<file path="config.mk">
export PLATFORM = sky130hd
export DESIGN_NAME = tccw_ctrl
export DESIGN_NICKNAME = d
export VERILOG_FILES = /design/src/rtl/tccw_pkg.sv /design/src/rtl/tccw_ctrl.sv
export SDC_FILE = /design/constraint.sdc
export NUM_CORES = 1
export LEC_CHECK = 0
export BUFFER_PORTS_ARGS = -buffer_cell sky130_fd_sc_hd__buf_4
export CORE_AREA = 2 2 39 41
export DETAILED_ROUTE_END_ITERATION = 8
export DIE_AREA = 0 0 41 43
export HOLD_SLACK_MARGIN = 0.06
export PLACE_DENSITY = 0.52
export SETUP_SLACK_MARGIN = 0.1
export SLEW_MARGIN = 20
export SYNTH_ARGS = -nofsm -noshare
export SYNTH_HDL_FRONTEND = slang
export SYNTH_SLANG_ARGS = --single-unit
</file>
<file path="constraint.sdc">
create_clock -name clk -period 5.7 [get_ports clk]
set_input_delay 1.14 -clock clk [delete_from_list [all_inputs] [get_ports clk]]
set_output_delay 1.14 -clock clk [all_outputs]
set_load 0.01 [all_outputs]
</file>
<file path="src/rtl/tccw_pkg.sv">
package tccw_pkg;

	// console geometry
	localparam int COLUMNS = 80;
	localparam int ROWS    = 25;
	localparam int CELLS   = COLUMNS * ROWS;
	localparam int ADDR_W  = $clog2(CELLS);

	// field widths
	localparam int COL_W  = 7;
	localparam int ROW_W  = 5;
	localparam int CELL_W = 16;

	localparam logic [ADDR_W-1:0] TEXT_START = ADDR_W'(COLUMNS);
	localparam logic [ADDR_W-1:0] LAST_ROW   = ADDR_W'((ROWS - 1) * COLUMNS);
	localparam logic [ADDR_W-1:0] COPY_LAST  = ADDR_W'((ROWS - 1) * COLUMNS - 1);
	localparam logic [ADDR_W-1:0] CELL_LAST  = ADDR_W'(CELLS - 1);

	// item kinds
	localparam logic [1:0] KIND_PUT   = 2'd0;
	localparam logic [1:0] KIND_CLEAR = 2'd1;
	localparam logic [1:0] KIND_READ  = 2'd2;

	// control characters
	localparam logic [7:0] CH_LF    = 8'h0A;
	localparam logic [7:0] CH_CR    = 8'h0D;
	localparam logic [7:0] CH_BS    = 8'h08;
	localparam logic [7:0] CH_TAB   = 8'h09;
	localparam logic [7:0] CH_BLANK = 8'h20;

	localparam logic [CELL_W-1:0] RESET_CELL = 16'h0720;

	// register indexes
	localparam logic REG_TAB  = 1'b0;
	localparam logic REG_FILL = 1'b1;

	// fill value selects
	localparam logic [1:0] FILL_RESET  = 2'd0;
	localparam logic [1:0] FILL_ATTR   = 2'd1;
	localparam logic [1:0] FILL_SCROLL = 2'd2;

	// address load selects
	localparam logic [1:0] ADDR_TEXT = 2'd0;
	localparam logic [1:0] ADDR_LAST = 2'd1;

	typedef struct packed {
		logic       load_item;
		logic       exec_put;
		logic       exec_clear;
		logic       rd_cell;
		logic       copy_step;
		logic       fill_step;
		logic [1:0] fill_sel;
		logic       addr_load;
		logic [1:0] addr_sel;
		logic       load_result;
	} tccw_cmd_t;

	typedef struct packed {
		logic [1:0] kind;
		logic       need_scroll;
		logic       addr_last;
		logic       copy_last;
		logic       out_free;
	} tccw_status_t;

endpackage

</file>
<file path="src/rtl/tccw_ctrl.sv">
module tccw_ctrl
	import tccw_pkg::*;
(
	input  logic         clk,
	input  logic         arst_n,
	input  logic         s_tvalid,
	output logic         s_tready,
	input  tccw_status_t status,
	output tccw_cmd_t    cmd
);

	localparam logic [2:0] S_INIT   = 3'd0;
	localparam logic [2:0] S_IDLE   = 3'd1;
	localparam logic [2:0] S_DECODE = 3'd2;
	localparam logic [2:0] S_COPY   = 3'd3;
	localparam logic [2:0] S_DRAIN  = 3'd4;
	localparam logic [2:0] S_FILL   = 3'd5;
	localparam logic [2:0] S_CLEAR  = 3'd6;
	localparam logic [2:0] S_DONE   = 3'd7;

	logic [2:0] state_q;
	logic [2:0] state_n;

	assign s_tready = (state_q == S_IDLE);

	always_comb begin
		cmd      = '0;
		state_n  = state_q;
		case (state_q)
			S_INIT: begin
				cmd.fill_step = 1'b1;
				cmd.fill_sel  = FILL_RESET;
				if (status.addr_last) state_n = S_IDLE;
			end
			S_IDLE: begin
				if (s_tvalid) begin
					cmd.load_item = 1'b1;
					state_n       = S_DECODE;
				end
			end
			S_DECODE: begin
				case (status.kind)
					KIND_PUT: begin
						cmd.exec_put = 1'b1;
						if (status.need_scroll) begin
							cmd.addr_load = 1'b1;
							cmd.addr_sel  = ADDR_TEXT;
							state_n       = S_COPY;
						end else begin
							state_n = S_DONE;
						end
					end
					KIND_CLEAR: begin
						cmd.exec_clear = 1'b1;
						cmd.addr_load  = 1'b1;
						cmd.addr_sel   = ADDR_TEXT;
						state_n        = S_CLEAR;
					end
					KIND_READ: begin
						cmd.rd_cell = 1'b1;
						state_n     = S_DONE;
					end
					default: state_n = S_DONE;
				endcase
			end
			S_COPY: begin
				cmd.copy_step = 1'b1;
				if (status.copy_last) state_n = S_DRAIN;
			end
			S_DRAIN: begin
				cmd.addr_load = 1'b1;
				cmd.addr_sel  = ADDR_LAST;
				state_n       = S_FILL;
			end
			S_FILL: begin
				cmd.fill_step = 1'b1;
				cmd.fill_sel  = FILL_SCROLL;
				if (status.addr_last) state_n = S_DONE;
			end
			S_CLEAR: begin
				cmd.fill_step = 1'b1;
				cmd.fill_sel  = FILL_ATTR;
				if (status.addr_last) state_n = S_DONE;
			end
			S_DONE: begin
				if (status.out_free) begin
					cmd.load_result = 1'b1;
					state_n         = S_IDLE;
				end
			end
			default: state_n = S_IDLE;
		endcase
	end

	always_ff @(posedge clk or negedge arst_n) begin
		if (!arst_n) state_q <= S_INIT;
		else state_q <= state_n;
	end

endmodule

</file>
==> flow_metrics.env <==
export IMPL_status="finished clean"
export IMPL_die_area_um2=1760
export IMPL_r2r_end="state_q[2]$_DFFE_PN0P_"
export IMPL_worstReg2RegStart="state_q[0]$_DFFE_PN0P_"
export IMPL_grt_pass1_vias=291
export IMPL_cpLargestDelayFamily="simple AND/OR/NAND/NOR gates"
export IMPL_rsz0062_at_grt="false"
export IMPL_cpPeakStageDelay_ps=180
export IMPL_async_flop_share_pct=100
export IMPL_layout_nets=79
export IMPL_rr_worst_depth=6
export IMPL_die_w_um=41
export IMPL_max_freq_mhz=340
export IMPL_power_uw=270
export IMPL_cp_slowest_cell="nor2_1"
export IMPL_crit_fanout=4
export IMPL_largest_register_ffs=3
export IMPL_start_util_pct=25.8
export IMPL_slew_violations=0
export IMPL_critPathLaunchType="input port"
export IMPL_wirelength_um=795
export IMPL_postCtsResizedCells=0
export IMPL_ir_worst_vdd_uv=263
export IMPL_endpoint_kind="output port"
export IMPL_firstDrtPassIters=4
export IMPL_avgViaCountPerCell=4.48
export IMPL_cts_root_buffer="clkbuf_4"
export IMPL_ios=22
export IMPL_max_cap_viol_count=0
export IMPL_crit_top_cell="buf_4"
export IMPL_top_regs="state_q (3)"
export IMPL_grt_use_total_pct=9.15
export IMPL_arrival_ps=1800
export IMPL_fin_util_pct=38.6
export IMPL_grt_max_degree=14
export IMPL_hold_violations=0
export IMPL_top_register="state_q"
export IMPL_place_hpwl_um=647
export IMPL_path_cells="buf_4 -> nor2_1 -> nand2_1 -> o21bai_1 -> buf_4"
export IMPL_postSynthAreaPerCell_um2=8.29
export IMPL_n_antenna_cell=0
export IMPL_placementRows=14
export IMPL_area_growth_pct=49.8
export IMPL_wl_per_cell_um=9.81
export IMPL_synth_seq_cells=3
export IMPL_globalplace_congestion=0.709
export IMPL_drt_iter0_drc=10
export IMPL_met3_usage_pct=1.57
export IMPL_setup_tns_ps=0
export IMPL_path_buf_inv=2
export IMPL_cp_required_ps=4560
export IMPL_cts_hold_buf=0
export IMPL_ant_nets=0
export IMPL_synth_cell_types=23
export IMPL_rrSetupSlack_ps=3640
export IMPL_cts_sinks=3
export IMPL_h_tree_depth=1
export IMPL_top_usage_layer="met2"
export IMPL_clk_latency_ps=230
export IMPL_yosys_warnings=0
export IMPL_cts_tree="yes"
export IMPL_crit_type="in -> out"
export IMPL_grt_pass1_wl_mm=1.15
export IMPL_drc=0
export IMPL_synth_edff_count=0
export IMPL_setup_viol=0
export IMPL_antenna_found_initial=0
export IMPL_syn_area_um2=357
export IMPL_syn_inst=43
export IMPL_syn_nets=56
export IMPL_layout_drive_gt1_share_pct=40.0
export IMPL_grtUsageMet1_pct=12.0
export IMPL_coreArea_um2=1380
export IMPL_numCtsBuffers=3
export IMPL_relSlewSlack_pct=57.8
export IMPL_vias=363
export IMPL_post_cts_buffers=0
export IMPL_power_leakage_uw=0.000285
export IMPL_hp_class="reg -> reg"
export IMPL_clkTransAtPathRegs_ps=30
export IMPL_holdPathStages=1
export IMPL_synth_ff_type="dfrtp_1"
export IMPL_clock_skew_ps=0.600
export IMPL_grtUsageMet2_pct=14.1
export IMPL_die_h_um=43
export IMPL_powerDensity_nw_per_um2=505
export IMPL_holdCritStartpoint="state_q[1]$_DFFE_PN0P_"
export IMPL_port_buffers=20
export IMPL_hold_end="state_q[1]$_DFFE_PN0P_"
export IMPL_seq_area_frac_synth_pct=21.1
export IMPL_worstMarginPinSlew_ps=632
export IMPL_clockBufferDepth=2
export IMPL_grt_overflow=0
export IMPL_fin_crit_ps=2940
export IMPL_period_share_pct=51.5
[area by class of cell]
type                       count  area [µm²]
fill                         141         850
multi-input combinational     34         248
timing repair buffer          20         150
sequential                     3        75.1
clock buffer                   4        26.3
tap                           16        20.0
inverter                       4        15.0
[synthesized netlist by cell type, types with 2 or more instances]
master / n / area [µm²]
and2_1: 4 / 25.0
and3_1: 2 / 12.5
dfrtp_1: 3 / 75.1
ha_1: 4 / 50.1
inv_1: 3 / 11.3
mux2_2: 2 / 22.5
mux2i_1: 2 / 20.0
nand2_1: 2 / 7.51
nor2_1: 6 / 22.5
nor2b_1: 2 / 12.5
[stage by stage]
step	setup slack, ps	cells	hold slack, ps	area [µm²]
CTS	2760	81	579	534
global placement	2770	77	550	508
floorplan	2970	43	534	357
detailed placement	2770	77	572	508
global route	2650	81	614	534
finish	2760	81	570	534
[worst max path at each step]
stage	from	endpoint	slack (ps)	cells after the start
2_1_floorplan	status[5]	cmd[3]	2970	3
3_3_place_gp	status[5]	cmd[3]	2770	5
3_5_place_dp	status[5]	cmd[3]	2770	5
4_1_cts	status[5]	cmd[3]	2760	5
5_1_grt	status[5]	cmd[3]	2650	5
6_report	status[5]	cmd[3]	2760	5
[cell families after synthesis]
family	Yosys count	synth area share [%]
other	1	1.05
multiplexers	4	11.9
AO/OA/AOI/OAI	6	14.0
AND/OR/NAND/NOR	19	28.4
buffers and inverters	6	9.47
flip-flops	3	21.1
adder cells (fa/ha/maj)	4	14.0
[layer usage]
metal  vias up  routed length [µm]
met4         0                   0
met1       161                 352
met2        12                 375
met5         -                   0
li1        190                   -
met3         0                  67
[power by group]
group / total (µW) / switching (µW) / leakage, µW / internal [µW]
clock network: 36.4 / 10.2 / 0.0000150 / 26.2
logic: 184 / 88.2 / 0.000234 / 96.0
registers: 49.0 / 16.0 / 0.0000358 / 33.0
[layout by cell type (no fill, tap or decap), drive strengths merged]
cell type  instances
buf               20
nor2               6
and2               4
ha                 4
clkbuf             4
inv                3
dfrtp              3
nor2b              2
nand2              2
and3               2
mux2i              2
mux2               2
a21oi              1
o21bai             1
nor4bb             1
o21a               1
nor3               1
nor4               1
a311oi             1
clkinv             1
a222oi             1
a211oi             1
conb               1
Note: power is estimated with default switching activity, not from simulation.
